<file path="config.mk">
export PLATFORM = sky130hd
export DESIGN_NAME = intensity_weighted_centroid
export DESIGN_NICKNAME = d
export VERILOG_FILES = /design/src/rtl/iwc_pkg.sv /design/src/rtl/iwc_accum.sv /design/src/rtl/iwc_fifo.sv /design/src/rtl/iwc_div.sv /design/src/rtl/intensity_weighted_centroid.sv
export SDC_FILE = /design/constraint.sdc
export NUM_CORES = 2
export LEC_CHECK = 0
export BUFFER_PORTS_ARGS = -buffer_cell sky130_fd_sc_hd__buf_2
export CAP_MARGIN = 40
export CELL_PAD_IN_SITES_DETAIL_PLACEMENT = 1
export CELL_PAD_IN_SITES_GLOBAL_PLACEMENT = 2
export CORE_ASPECT_RATIO = 1.25
export CORE_MARGIN = 5
export CORE_UTILIZATION = 42
export CTS_CLUSTER_DIAMETER = 60
export DETAILED_ROUTE_END_ITERATION = 12
export GPL_TIMING_DRIVEN = 0
export PLACE_DENSITY = 0.91
export SETUP_SLACK_MARGIN = 0.2
export SLEW_MARGIN = 5
export SYNTH_ARGS = -nofsm -noshare
export SYNTH_HDL_FRONTEND = slang
export SYNTH_SLANG_ARGS = --single-unit
</file>
<file path="constraint.sdc">
create_clock -name i_clk -period 8 [get_ports i_clk]
set_input_delay 0.8 -clock i_clk [delete_from_list [all_inputs] [get_ports i_clk]]
set_output_delay 0.8 -clock i_clk [all_outputs]
set_load 0.03 [all_outputs]
</file>
<file path="src/rtl/iwc_pkg.sv">
// ----------------------------------------------------------------------------
// iwc_pkg
// Shared types and fixed widths for the intensity weighted centroid block.
// ----------------------------------------------------------------------------
package iwc_pkg;

    localparam int PIX_W     = 8;
    localparam int CFG_W     = 13;
    localparam int MASS_W    = 32;
    localparam int MOM_W     = 45;
    localparam int COORD_W   = 20;
    localparam logic [CFG_W-1:0] CFG_WIDTH_RESET = 13'd1024;

    typedef struct packed {
        logic [PIX_W-1:0] pixel_value;
        logic             last_pixel;
    } t_pixel;

    typedef struct packed {
        logic [COORD_W-1:0] center_x;
        logic [COORD_W-1:0] center_y;
        logic               empty_frame;
    } t_result;

    // sums of one finished frame, handed from accumulator to divider
    typedef struct packed {
        logic [MASS_W-1:0] mass_sum;
        logic [MOM_W-1:0]  x_moment_sum;
        logic [MOM_W-1:0]  y_moment_sum;
    } t_frame;

    typedef enum logic [1:0] {
        S_IDLE,
        S_DIV,
        S_HOLD
    } t_div_state;

endpackage

</file>
<file path="src/rtl/iwc_accum.sv">
// ----------------------------------------------------------------------------
// iwc_accum
// Front end: tracks pixel position and accumulates mass and moment sums;
// pushes the frame sums on the last pixel and clears for the next frame.
// ----------------------------------------------------------------------------
module iwc_accum import iwc_pkg::*; #(
    parameter int MAX_WIDTH  = 4096,
    parameter int MAX_HEIGHT = 4096
) (
    input  logic             i_clk,
    input  logic             i_rst_n,
    input  logic             i_cfg_we,
    input  logic [CFG_W-1:0] i_cfg_wdata,
    input  logic             i_in_valid,
    output logic             o_in_stall,
    input  t_pixel           i_pixel,
    input  logic             i_q_full,
    output logic             o_q_push,
    output t_frame           o_q_frame
);

    localparam int COL_W  = (MAX_WIDTH > 1) ? $clog2(MAX_WIDTH) : 1;
    localparam int ROW_W  = (MAX_HEIGHT > 1) ? $clog2(MAX_HEIGHT) : 1;
    localparam int WMAX_W = $clog2(MAX_WIDTH + 1);
    localparam int WCMP_W = (WMAX_W > CFG_W) ? WMAX_W : CFG_W;
    localparam int PROD_W = PIX_W + ((COL_W > ROW_W) ? COL_W : ROW_W);

    logic [CFG_W-1:0]  r_width;
    logic [COL_W-1:0]  r_col;
    logic [ROW_W-1:0]  r_row;
    logic [MASS_W-1:0] r_mass;
    logic [MOM_W-1:0]  r_xm;
    logic [MOM_W-1:0]  r_ym;

    logic [COL_W-1:0]  n_col;
    logic [ROW_W-1:0]  n_row;
    logic [MASS_W-1:0] n_mass;
    logic [MOM_W-1:0]  n_xm;
    logic [MOM_W-1:0]  n_ym;

    logic              w_accept;
    logic [WCMP_W-1:0] w_eff_width;
    logic [WCMP_W-1:0] w_col_inc;
    logic [MASS_W:0]   w_mass_add;
    logic [PROD_W-1:0] w_xprod;
    logic [PROD_W-1:0] w_yprod;
    logic [MOM_W:0]    w_xm_add;
    logic [MOM_W:0]    w_ym_add;

    assign o_in_stall = i_q_full;
    assign w_accept   = i_in_valid && !i_q_full;

    always_comb begin
        w_eff_width = WCMP_W'(r_width);
        if (r_width == '0) begin
            w_eff_width = WCMP_W'(1);
        end
        if (w_eff_width > WCMP_W'(MAX_WIDTH)) begin
            w_eff_width = WCMP_W'(MAX_WIDTH);
        end

        w_xprod    = PROD_W'(i_pixel.pixel_value) * PROD_W'(r_col);
        w_yprod    = PROD_W'(i_pixel.pixel_value) * PROD_W'(r_row);
        w_mass_add = {1'b0, r_mass} + (MASS_W+1)'(i_pixel.pixel_value);
        w_xm_add   = {1'b0, r_xm} + (MOM_W+1)'(w_xprod);
        w_ym_add   = {1'b0, r_ym} + (MOM_W+1)'(w_yprod);

        // saturating sums
        n_mass = w_mass_add[MASS_W] ? '1 : w_mass_add[MASS_W-1:0];
        n_xm   = w_xm_add[MOM_W]    ? '1 : w_xm_add[MOM_W-1:0];
        n_ym   = w_ym_add[MOM_W]    ? '1 : w_ym_add[MOM_W-1:0];

        w_col_inc = WCMP_W'(r_col) + WCMP_W'(1);
        n_col     = w_col_inc[COL_W-1:0];
        n_row     = r_row;
        if (w_col_inc >= w_eff_width) begin
            n_col = '0;
            if (r_row != ROW_W'(MAX_HEIGHT - 1)) begin
                n_row = r_row + ROW_W'(1);
            end
        end
    end

    assign o_q_push                = w_accept && i_pixel.last_pixel;
    assign o_q_frame.mass_sum      = n_mass;
    assign o_q_frame.x_moment_sum  = n_xm;
    assign o_q_frame.y_moment_sum  = n_ym;

    always_ff @(posedge i_clk) begin
        if (!i_rst_n) begin
            r_width <= CFG_WIDTH_RESET;
        end else if (i_cfg_we) begin
            r_width <= i_cfg_wdata;
        end
    end

    always_ff @(posedge i_clk) begin
        if (!i_rst_n) begin
            r_col  <= '0;
            r_row  <= '0;
            r_mass <= '0;
            r_xm   <= '0;
            r_ym   <= '0;
        end else if (w_accept) begin
            if (i_pixel.last_pixel) begin
                r_col  <= '0;
                r_row  <= '0;
                r_mass <= '0;
                r_xm   <= '0;
                r_ym   <= '0;
            end else begin
                r_col  <= n_col;
                r_row  <= n_row;
                r_mass <= n_mass;
                r_xm   <= n_xm;
                r_ym   <= n_ym;
            end
        end
    end

endmodule

</file>
<file path="src/rtl/iwc_fifo.sv">
// ----------------------------------------------------------------------------
// iwc_fifo
// Two-entry queue of finished frame sums between accumulator and divider.
// ----------------------------------------------------------------------------
module iwc_fifo import iwc_pkg::*; (
    input  logic   i_clk,
    input  logic   i_rst_n,
    input  logic   i_push,
    input  t_frame i_frame,
    output logic   o_full,
    input  logic   i_pop,
    output logic   o_not_empty,
    output t_frame o_frame
);

    t_frame     r_mem [2];
    logic       r_wr_ptr;
    logic       r_rd_ptr;
    logic [1:0] r_count;

    assign o_full      = (r_count == 2'd2);
    assign o_not_empty = (r_count != 2'd0);
    assign o_frame     = r_mem[r_rd_ptr];

    always_ff @(posedge i_clk) begin
        if (i_push) begin
            r_mem[r_wr_ptr] <= i_frame;
        end
    end

    always_ff @(posedge i_clk) begin
        if (!i_rst_n) begin
            r_wr_ptr <= 1'b0;
            r_rd_ptr <= 1'b0;
            r_count  <= 2'd0;
        end else begin
            if (i_push) begin
                r_wr_ptr <= ~r_wr_ptr;
            end
            if (i_pop) begin
                r_rd_ptr <= ~r_rd_ptr;
            end
            case ({i_push, i_pop})
                2'b10:   r_count <= r_count + 2'd1;
                2'b01:   r_count <= r_count - 2'd1;
                default: r_count <= r_count;
            endcase
        end
    end

endmodule

</file>
<file path="src/rtl/iwc_div.sv">
// ----------------------------------------------------------------------------
// iwc_div
// Back end: radix-2 restoring division of both moments by the mass, one
// quotient bit per cycle in two lanes, with saturation and a result register.
// ----------------------------------------------------------------------------
module iwc_div import iwc_pkg::*; #(
    parameter int FRAC_BITS = 8
) (
    input  logic    i_clk,
    input  logic    i_rst_n,
    input  logic    i_frm_valid,
    input  t_frame  i_frm,
    output logic    o_frm_pop,
    output logic    o_out_valid,
    input  logic    i_out_stall,
    output t_result o_result
);

    localparam int DIV_W = MOM_W + FRAC_BITS;
    localparam int CNT_W = $clog2(DIV_W + 1);

    t_div_state        r_state;
    t_div_state        n_state;
    logic [CNT_W-1:0]  r_cnt;
    logic [MASS_W-1:0] r_mass;
    logic              r_empty;
    logic              r_out_valid;
    t_result           r_result;

    logic                        w_load_out;
    logic [1:0][MOM_W-1:0]       w_moment;
    logic [1:0][COORD_W-1:0]     w_coord;

    assign w_moment[0] = i_frm.x_moment_sum;
    assign w_moment[1] = i_frm.y_moment_sum;

    always_comb begin
        n_state    = r_state;
        o_frm_pop  = 1'b0;
        w_load_out = 1'b0;
        unique case (r_state)
            S_IDLE: begin
                if (i_frm_valid) begin
                    o_frm_pop = 1'b1;
                    n_state   = (i_frm.mass_sum == '0) ? S_HOLD : S_DIV;
                end
            end
            S_DIV: begin
                if (r_cnt == CNT_W'(DIV_W - 1)) begin
                    n_state = S_HOLD;
                end
            end
            S_HOLD: begin
                // result slot free or being emptied this cycle
                if (!r_out_valid || !i_out_stall) begin
                    w_load_out = 1'b1;
                    n_state    = S_IDLE;
                end
            end
            default: n_state = S_IDLE;
        endcase
    end

    always_ff @(posedge i_clk) begin
        if (!i_rst_n) begin
            r_state <= S_IDLE;
            r_cnt   <= '0;
        end else begin
            r_state <= n_state;
            if (o_frm_pop) begin
                r_cnt <= '0;
            end else if (r_state == S_DIV) begin
                r_cnt <= r_cnt + CNT_W'(1);
            end
        end
    end

    always_ff @(posedge i_clk) begin
        if (o_frm_pop) begin
            r_mass  <= i_frm.mass_sum;
            r_empty <= (i_frm.mass_sum == '0);
        end
    end

    for (genvar g = 0; g < 2; g++) begin : g_lane
        logic [DIV_W-1:0]   r_dvd;
        logic [MASS_W-1:0]  r_rem;
        logic [COORD_W-1:0] r_quo;
        logic               r_ovf;
        logic [MASS_W:0]    w_shift;
        logic [MASS_W:0]    w_diff;
        logic               w_bit;

        assign w_shift = {r_rem, r_dvd[DIV_W-1]};
        assign w_diff  = w_shift - {1'b0, r_mass};
        assign w_bit   = (w_shift >= {1'b0, r_mass});

        always_ff @(posedge i_clk) begin
            if (o_frm_pop) begin
                r_dvd <= DIV_W'(w_moment[g]) << FRAC_BITS;
                r_rem <= '0;
                r_quo <= '0;
                r_ovf <= 1'b0;
            end else if (r_state == S_DIV) begin
                r_dvd <= r_dvd << 1;
                r_rem <= w_bit ? w_diff[MASS_W-1:0] : w_shift[MASS_W-1:0];
                r_quo <= {r_quo[COORD_W-2:0], w_bit};
                // a one shifted past the top means the coordinate saturates
                r_ovf <= r_ovf | r_quo[COORD_W-1];
            end
        end

        assign w_coord[g] = r_ovf ? '1 : r_quo;
    end

    always_ff @(posedge i_clk) begin
        if (w_load_out) begin
            r_result.center_x    <= w_coord[0];
            r_result.center_y    <= w_coord[1];
            r_result.empty_frame <= r_empty;
        end
    end

    always_ff @(posedge i_clk) begin
        if (!i_rst_n) begin
            r_out_valid <= 1'b0;
        end else if (w_load_out) begin
            r_out_valid <= 1'b1;
        end else if (!i_out_stall) begin
            r_out_valid <= 1'b0;
        end
    end

    assign o_out_valid = r_out_valid;
    assign o_result    = r_result;

endmodule

</file>
<file path="src/rtl/intensity_weighted_centroid.sv">
// ----------------------------------------------------------------------------
// intensity_weighted_centroid
// First-order moment centroid of a raster-order grayscale frame.
// ----------------------------------------------------------------------------
// Pixels are taken at one per clock while the frame queue has room. The
// pixel marked last closes the frame: its sums enter a two-entry queue and a
// divider computes both coordinates in parallel, one quotient bit per cycle;
// a frame with zero mass skips the division. The divider takes no new frame
// until the last result is in the result register, so it sets the frame rate:
// back-to-back frames shorter than a division fill the queue and stall the
// input.
// Coordinates are unsigned with FRAC_BITS fraction bits and saturate at the
// top of their 20-bit range; image width must be written through the config
// port only while the block is idle; the block itself does not enforce this.
// ----------------------------------------------------------------------------
module intensity_weighted_centroid import iwc_pkg::*; #(
    parameter int MAX_WIDTH  = 4096,
    parameter int MAX_HEIGHT = 4096,
    parameter int FRAC_BITS  = 8
) (
    input  logic             i_clk,
    input  logic             i_rst_n,
    input  logic             i_cfg_we,
    input  logic [CFG_W-1:0] i_cfg_wdata,
    input  logic             i_in_valid,
    output logic             o_in_stall,
    input  t_pixel           i_pixel,
    output logic             o_out_valid,
    input  logic             i_out_stall,
    output t_result          o_result
);

    logic   w_q_push;
    logic   w_q_full;
    logic   w_q_pop;
    logic   w_q_not_empty;
    t_frame w_push_frame;
    t_frame w_pop_frame;

    iwc_accum #(
        .MAX_WIDTH  (MAX_WIDTH),
        .MAX_HEIGHT (MAX_HEIGHT)
    ) u_accum (
        .i_clk       (i_clk),
        .i_rst_n     (i_rst_n),
        .i_cfg_we    (i_cfg_we),
        .i_cfg_wdata (i_cfg_wdata),
        .i_in_valid  (i_in_valid),
        .o_in_stall  (o_in_stall),
        .i_pixel     (i_pixel),
        .i_q_full    (w_q_full),
        .o_q_push    (w_q_push),
        .o_q_frame   (w_push_frame)
    );

    iwc_fifo u_fifo (
        .i_clk       (i_clk),
        .i_rst_n     (i_rst_n),
        .i_push      (w_q_push),
        .i_frame     (w_push_frame),
        .o_full      (w_q_full),
        .i_pop       (w_q_pop),
        .o_not_empty (w_q_not_empty),
        .o_frame     (w_pop_frame)
    );

    iwc_div #(
        .FRAC_BITS (FRAC_BITS)
    ) u_div (
        .i_clk       (i_clk),
        .i_rst_n     (i_rst_n),
        .i_frm_valid (w_q_not_empty),
        .i_frm       (w_pop_frame),
        .o_frm_pop   (w_q_pop),
        .o_out_valid (o_out_valid),
        .i_out_stall (i_out_stall),
        .o_result    (o_result)
    );

endmodule

</file>
; After elaboration in Yosys (flattened, before gate mapping)
; Memories as Yosys holds them, arrays and structs flattened. A register that Yosys moved wholly into a read port is not among the register bits.
; Index checks and enable logic that the tools add are counted.
[totals]
reg_bits = 442
ram_bits = 244
wordCells = 110
mem_count = 1
[op_classes]
n_addsub = 10
mul = 2
magnitude_cmp = 4
eq_ne = 11
n_mux = 35
bitwise_logic = 5
n_reduce_logical = 17
[memory_table]
columns = name, words, width, read_ports, rd_clocked_by_memory_dff, wr, line
row1 = u_fifo.r_mem, 2, 122, 1, 1, 1, iwc_fifo.sv:16  ; t_frame r_mem [2];
[op_table]
columns = op, n
row1 = 53-bit 2-to-1 mux, 4
row2 = 45-bit 2-to-1 mux, 4
row3 = 32-bit 2-to-1 mux, 4
row4 = 45-bit by 20-bit adder with 46-bit output, 2
row5 = 33-bit by 32-bit >= comparator with 1-bit output, 2
row6 = 32-bit subtractor, 2
row7 = 12-bit 2-to-1 mux, 5
row8 = 8-bit by 12-bit multiplier with 20-bit output, 2
row9 = 32-bit by 8-bit adder with 33-bit output, 1
row10 = 32-bit logical NOT, 1
row11 = 13-bit 2-to-1 mux, 2
row12 = "12-bit by 1-bit adder with 13-bit output, second input constant", 1
row13 = 13-bit >= comparator, 1
row14 = "13-bit > comparator, second input constant", 1
row15 = 13-bit logical NOT, 1
row16 = "12-bit by 1-bit adder with 12-bit output, second input constant", 1
row17 = "12-bit inequality test, second input constant", 1
row18 = 1-bit 2-to-1 mux, 10
row19 = 2-bit nonzero test, 5
row20 = 2-bit 2-to-1 mux, 4
row21 = "2-bit by 1-bit inequality test with 1-bit output, second input constant", 4
row22 = "6-bit by 1-bit adder with 6-bit output, second input constant", 1
row23 = "2-bit equality test, second input constant", 3
row24 = "6-bit equality test, second input constant", 1
row25 = other kinds (13), 21

; Depth between registers and ports, before layout
[depth]
word_depth = 7
ltp_mapped = 23

; Modules after synthesis
; Synthesis repeated with hierarchy kept, for this count alone.
[unflattened]
hier_cells = 4105
area_unflattened_um2 = 40981.8
[modules_own_cells]
columns = module, instances, cells_per_inst, area_per_inst_um2, seq_area_each_um2
row1 = iwc_accum, 1, 2134, 17122.7, 3183.1
row2 = iwc_div, 1, 1569, 14512.7, 7226.9
row3 = iwc_fifo, 1, 402, 9346.5, 7427.1

; Worst setup path before layout
; No wires, ideal clock.
[synth_path]
path_kind = input to register
startpoint = input port i_in_valid
endpoint = memory u_fifo.r_mem[0][0] in the netlist's numbering, enable pin
setup_time_ns = 0.607
t_arrival_ns = 6.424
slack_ns = 0.969
stages = 4
path_cell_list = and2_1 -> clkbuf_1 -> nand2_1 -> nor2_1
[synth_via]
elab_chain_cells = 4
[synth_lines]
columns = item, line
row1 = "start, declared", intensity_weighted_centroid.sv:25  ; input logic i_in_valid,
row2 = 1-bit logical AND, iwc_accum.sv:51  ; assign w_accept = i_in_valid && !i_q_full;
row3 = 1-bit logical AND, iwc_accum.sv:84  ; assign o_q_push = w_accept && i_pixel.last_pixel;
row4 = 1-bit 2-to-1 mux, iwc_fifo.sv:26  ; if (i_push) begin
row5 = 1-bit 2-to-1 mux (not written as such), iwc_fifo.sv:27  ; r_mem[r_wr_ptr] <= i_frame;
row6 = "end, declared", iwc_fifo.sv:16
; No other way between the ends.

; Worst setup path after layout
[layout_path]
startpoint = input port i_pixel[2] in the netlist's numbering
endpoint = memory u_fifo.r_mem[0][40] in the netlist's numbering (data pin)
[layout_via]
elab_chain_cells = 3
[layout_lines]
columns = item, line
row1 = "start, declared", intensity_weighted_centroid.sv:27  ; input t_pixel i_pixel,
row2 = 8-bit by 12-bit multiplier with 20-bit output, iwc_accum.sv:63  ; w_yprod = PROD_W'(i_pixel.pixel_value) * PROD_W'(r_row);
row3 = 45-bit by 20-bit adder with 46-bit output, iwc_accum.sv:66  ; w_ym_add = {1'b0, r_ym} + (MOM_W+1)'(w_yprod);
row4 = 45-bit 2-to-1 mux, iwc_accum.sv:71  ; n_ym = w_ym_add[MOM_W] ? '1 : w_ym_add[MOM_W-1:0];
row5 = net u_accum.n_ym[40], iwc_accum.sv:39  ; logic [MOM_W-1:0] n_ym;
; The timed path passes the listed nets, and every way through them passes these cells.

==> Implementation_results.wiki <==
{| class="wikitable"
! Metric !! Value
|-
| Result of the run || finished clean
|-
| Floorplan die height || 354.5 um
|-
| Final clock period utilization by the worst path || 85.51%
|-
| Avg Cell Area, Syn || 10.08 um^2
|-
| Final critical-path required period || 6.840 ns
|-
| Power share of the combinational group || 37.1%
|-
| Summed instance area of the synthesized netlist || 39870 um^2
|-
| Sw Share || 38.32%
|-
| Final routed wire length divided by cell count || 22.44 um
|-
| Depth of the worst hold-timing path || 3
|-
| Highest fanout seen on the critical path || 10
|-
| Width of the chip || 285.6 um
|-
| CP Data Required Time || 8.35 ns
|-
| Power per cell area || 311.5 nW/um^2
|-
| Non-filler instance count after layout || 5423
|-
| Diodes inserted || 0
|-
| Net switching power of the design || 5.384 mW
|-
| Via count of the first global-routing pass || 32870
|-
| Leakage Power || 18.60 nW
|-
| Critical path launch point type || input pin
|-
| CTS sink cnt || 687
|-
| Total global routing overflow || 0
|-
| Gr usage total || 23.64%
|-
| Maximum level of the CTS H-tree || 3
|-
| DRC errors left || 0
|-
| Fmax achieved || 146.2 MHz
|-
| WL final || 121700 um
|-
| Placeable core region || 94280 um^2
|-
| Buffers on Ports || 68
|-
| Net Count, Synth || 4322
|-
| Number of nets in the layout || 4507
|-
| Initial antenna violation count || 1
|-
| Worst-Skew Late Latency || 0.64 ns
|-
| Internal power contribution || 8.668 mW
|-
| Biggest area contributors in the synthesized netlist || sky130_fd_sc_hd__edfxtp_1 (31%), sky130_fd_sc_hd__dfxtp_1 (14%), sky130_fd_sc_hd__fa_1 (8.0%)
|-
| Type of element capturing the critical path || register
|-
| Clk pin slew, worst setup/hold paths || 0.06 ns
|-
| Clock share of power || 27.7%
|-
| Setup Viol. Count Final || 0
|-
| RSZ-0062 raised after global routing || no
|-
| DR vias/cell || 5.582
|-
| Worst setup skew after layout || 0.03436 ns
|-
| Hold buffer count at CTS || 0
|-
| Share of layout cells above drive strength 1 || 9.033%
|-
| MaxCap Viol Count || 0
|-
| Number of rows in the core area || 126
|-
| Register bit total from synthesis || 687
|-
| Number of placed instances with taps included || 5274
|-
| Effective utilization at floorplan || 42.29%
|-
| Total Die Area || 101200 um^2
|-
| Total clock buffers created by CTS || 80
|-
| Antenna viol nets, final || 0
|-
| Setup Buffers After CTS || 0
|-
| Final slew viol count || 0
|-
| Routability congestion estimate || 0.8808
|-
| Register-to-Register Setup Slack || 1.54 ns
|-
| Endpoints failing hold || 0
|-
| Distinct cells, synth || 93
|-
| Share of Yosys cell area claimed by the top area cell type || 30.73%
|-
| Clk buf depth || 3
|-
| WP data arrival || 7.19 ns
|-
| Worst Setup Path Type || input pin to register
|-
| Boundary Pins || 70
|-
| Resized Gates After CTS || 0
|-
| Highest ir drop seen on vdd || 0.2860 mV
|-
| Dominant cell type by area after synthesis || sky130_fd_sc_hd__edfxtp_1
|-
| Synth Instances || 3956
|-
| Most common flop cell mapped by yosys || sky130_fd_sc_hd__edfxtp_1
|-
| Relative slew slack || 34.22%
|-
| Via count of the routed design || 30270
|-
| Signed area change from the synthesized netlist to the final layout || 13.13%
|-
| Pre-antenna DRT Iters || 5
|-
| Number of flops mapped to enable cells by yosys || 408
|-
| Post-DP HPWL || 93430 um
|-
| Worst slack on hold paths || 0.4064 ns
|-
| Transition at the pin with the smallest max-transition slack || 0.9867 ns
|-
| Min-delay worst type || input pin to register
|-
| Root buffer selected by CTS || sky130_fd_sc_hd__clkbuf_16
|-
| Proportion of synthesized flip-flops having asynchronous set or reset || 0%
|-
| Number of cells traversed by the worst register-to-register path || 18
|-
| First-pass GRT wire length || 189000 um
|-
| Sequential share of the synthesized area || 44.74%
|-
| Sequential share of power || 35.2%
|-
| YS warnings || 0
|-
| Final-layout setup total negative slack || 0 ns
|-
| TritonCTS clock tree || yes
|-
| 1st-iter DRT viols || 1424
|-
| Pin count of the biggest net entering global routing || 61
|-
| Final standard cell utilization of the core || 47.84%
|}
## layout by cell type, fill, tap and decap left out, types with 13 or more instances in the layout
master,instances
sky130_fd_sc_hd__a311oi_1,18
sky130_fd_sc_hd__nand2b_1,26
sky130_fd_sc_hd__a31oi_1,22
sky130_fd_sc_hd__fa_1,159
sky130_fd_sc_hd__o21a_1,35
sky130_fd_sc_hd__nor4_1,22
sky130_fd_sc_hd__or2_2,52
sky130_fd_sc_hd__nand2_1,494
sky130_fd_sc_hd__o21ai_0,299
sky130_fd_sc_hd__o211ai_1,13
sky130_fd_sc_hd__a21o_1,55
sky130_fd_sc_hd__a21oi_1,178
sky130_fd_sc_hd__or3_1,17
sky130_fd_sc_hd__nor2_1,131
sky130_fd_sc_hd__and3_1,46
sky130_fd_sc_hd__xnor2_1,85
sky130_fd_sc_hd__edfxtp_1,408
sky130_fd_sc_hd__nand3_1,78
sky130_fd_sc_hd__xor2_1,62
sky130_fd_sc_hd__mux2_2,37
sky130_fd_sc_hd__inv_1,343
sky130_fd_sc_hd__buf_2,87
sky130_fd_sc_hd__mux2i_1,145
sky130_fd_sc_hd__a22o_1,31
sky130_fd_sc_hd__nor2b_1,75
sky130_fd_sc_hd__a21boi_0,19
sky130_fd_sc_hd__a211oi_1,13
sky130_fd_sc_hd__buf_8,14
sky130_fd_sc_hd__nor3_1,47
sky130_fd_sc_hd__a22oi_1,38
sky130_fd_sc_hd__ha_1,180
sky130_fd_sc_hd__nand4_1,33
sky130_fd_sc_hd__clkbuf_16,83
sky130_fd_sc_hd__and2_1,140
sky130_fd_sc_hd__clkbuf_1,175
sky130_fd_sc_hd__dfxtp_1,279
## state kept, by name, summed over array words and instances, names as in the netlist, named ones only
| name | cells |
|---|---|
| u_accum.r_col | 12 |
| u_div.o_result | 41 |
| u_div.g_lane.r_dvd | 90 |
| u_div.g_lane.r_quo | 40 |
| u_accum.r_ym | 45 |
| u_accum.r_width | 13 |
| u_fifo.r_wr_ptr | 1 |
| u_fifo.r_rd_ptr | 1 |
| u_accum.r_mass | 32 |
| u_fifo.r_mem | 244 |
| u_div.r_empty | 1 |
| u_accum.r_xm | 45 |
| u_div.g_lane.r_rem | 64 |
| u_div.r_cnt | 6 |
| u_accum.r_row | 12 |
| u_div.o_out_valid | 1 |
| u_div.r_state | 2 |
| u_div.r_mass | 32 |
| u_div.g_lane.r_ovf | 2 |
| u_fifo.r_count | 2 |
## critical path, cell delays in order
cell	delay, ns
sky130_fd_sc_hd__buf_2	0.14
sky130_fd_sc_hd__clkbuf_1	0.39
sky130_fd_sc_hd__clkbuf_1	0.50
sky130_fd_sc_hd__nand2_1	0.15
sky130_fd_sc_hd__fa_1	0.54
sky130_fd_sc_hd__inv_1	0.06
sky130_fd_sc_hd__fa_1	0.46
sky130_fd_sc_hd__fa_1	0.49
sky130_fd_sc_hd__inv_1	0.05
sky130_fd_sc_hd__fa_1	0.54
sky130_fd_sc_hd__inv_1	0.05
sky130_fd_sc_hd__ha_1	0.36
sky130_fd_sc_hd__a21o_1	0.21
sky130_fd_sc_hd__a21oi_1	0.14
sky130_fd_sc_hd__o21ai_0	0.16
sky130_fd_sc_hd__o21a_1	0.22
sky130_fd_sc_hd__o211a_1	0.27
sky130_fd_sc_hd__o2111ai_2	0.51
sky130_fd_sc_hd__clkbuf_1	0.55
sky130_fd_sc_hd__buf_1	0.43
sky130_fd_sc_hd__nand2_1	0.15
## layer usage
layer	GRT usage [%]	up-vias	routed length (um)
li1	-	14220	-
met1	26.73	15160	47050
met2	44.03	653	63110
met3	2.717	240	4664
met4	11.48	0	6842
met5	0	-	0
## power groups by stage
stage,sequential [mW],combinational [mW],clock [mW]
after floorplan,4.96,3.37,0
after global placement,5.06,4.84,0
after detailed placement,5.00,5.17,0
after CTS,4.94,5.22,3.96
after global routing,4.99,5.69,4.13
final,4.94,5.22,3.90
## synthesized netlist by cell type, types with 9 or more instances
library cell and n:
sky130_fd_sc_hd__nand2_1 494, sky130_fd_sc_hd__edfxtp_1 408, sky130_fd_sc_hd__inv_1 344, sky130_fd_sc_hd__o21ai_0 299
sky130_fd_sc_hd__dfxtp_1 279, sky130_fd_sc_hd__ha_1 180, sky130_fd_sc_hd__a21oi_1 179, sky130_fd_sc_hd__clkbuf_1 167
sky130_fd_sc_hd__fa_1 159, sky130_fd_sc_hd__mux2i_1 145, sky130_fd_sc_hd__and2_1 140, sky130_fd_sc_hd__nor2_1 132
sky130_fd_sc_hd__xnor2_1 85, sky130_fd_sc_hd__nand3_1 78, sky130_fd_sc_hd__nor2b_1 75, sky130_fd_sc_hd__xor2_1 62
sky130_fd_sc_hd__a21o_1 55, sky130_fd_sc_hd__or2_2 52, sky130_fd_sc_hd__and3_1 47, sky130_fd_sc_hd__nor3_1 47
sky130_fd_sc_hd__a22oi_1 38, sky130_fd_sc_hd__mux2_2 37, sky130_fd_sc_hd__o21a_1 35, sky130_fd_sc_hd__nand4_1 33
sky130_fd_sc_hd__a22o_1 31, sky130_fd_sc_hd__nand2b_1 26, sky130_fd_sc_hd__a31oi_1 22, sky130_fd_sc_hd__nor4_1 22
sky130_fd_sc_hd__a21boi_0 19, sky130_fd_sc_hd__a311oi_1 18, sky130_fd_sc_hd__buf_2 17, sky130_fd_sc_hd__or3_1 17
sky130_fd_sc_hd__a211oi_1 13, sky130_fd_sc_hd__o211ai_1 13, sky130_fd_sc_hd__o21bai_1 12, sky130_fd_sc_hd__buf_1 10
sky130_fd_sc_hd__o22ai_1 10, sky130_fd_sc_hd__and4_1 9, sky130_fd_sc_hd__o31ai_1 9
## area by class of cell
type | instances | area [um^2]
fill | 10540 | 49170
multi-input combinational | 2725 | 19960
sequential | 687 | 17840
clock buffer | 102 | 2248
tap | 1216 | 1521
inverter | 345 | 1297
timing repair buffer | 103 | 878.3
buffer | 199 | 798.3
clock inverter | 46 | 559.3
## cells by family (layout without fill, tap and decap cells)
logic type | count (synthesis) | in the layout | share of synthesized area, %
xor gates and xnor gates | 147 | 147 | 3.229
AOI/OAI and AO/OA | 850 | 850 | 13.59
adders and majority gates | 339 | 339 | 13.63
buffers and inverters | 544 | 795 | 5.244
DFF | 687 | 687 | 44.74
muxes | 182 | 182 | 4.686
and+or+nand+nor | 1207 | 1207 | 14.88
## path summary, 6_finish.rpt
kind / start / end
worst min-delay path: i_cfg_wdata[10] / u_accum.r_width[10]
worst max register to register: u_accum.r_row[5] / u_fifo.r_mem[0][40]
worst min register to register: u_div.g_lane[0].r_quo[14] / u_div.g_lane[0].r_quo[15]
worst max-delay path: i_pixel[2] / u_fifo.r_mem[0][40]
## per-stage QoR
stage | total power [mW] | setup WS, ns | instance area (um^2)
after floorplan | 8.331 | 0.9692 | 39870
after global routing | 14.80 | 0.7320 | 45100
after CTS | 14.12 | 1.128 | 45090
final | 14.05 | 1.160 | 45100
after detailed placement | 10.18 | 0.5265 | 42290
after global placement | 9.897 | -2.699 | 41730
No activity file was read; power rests on OpenSTA's default activity.
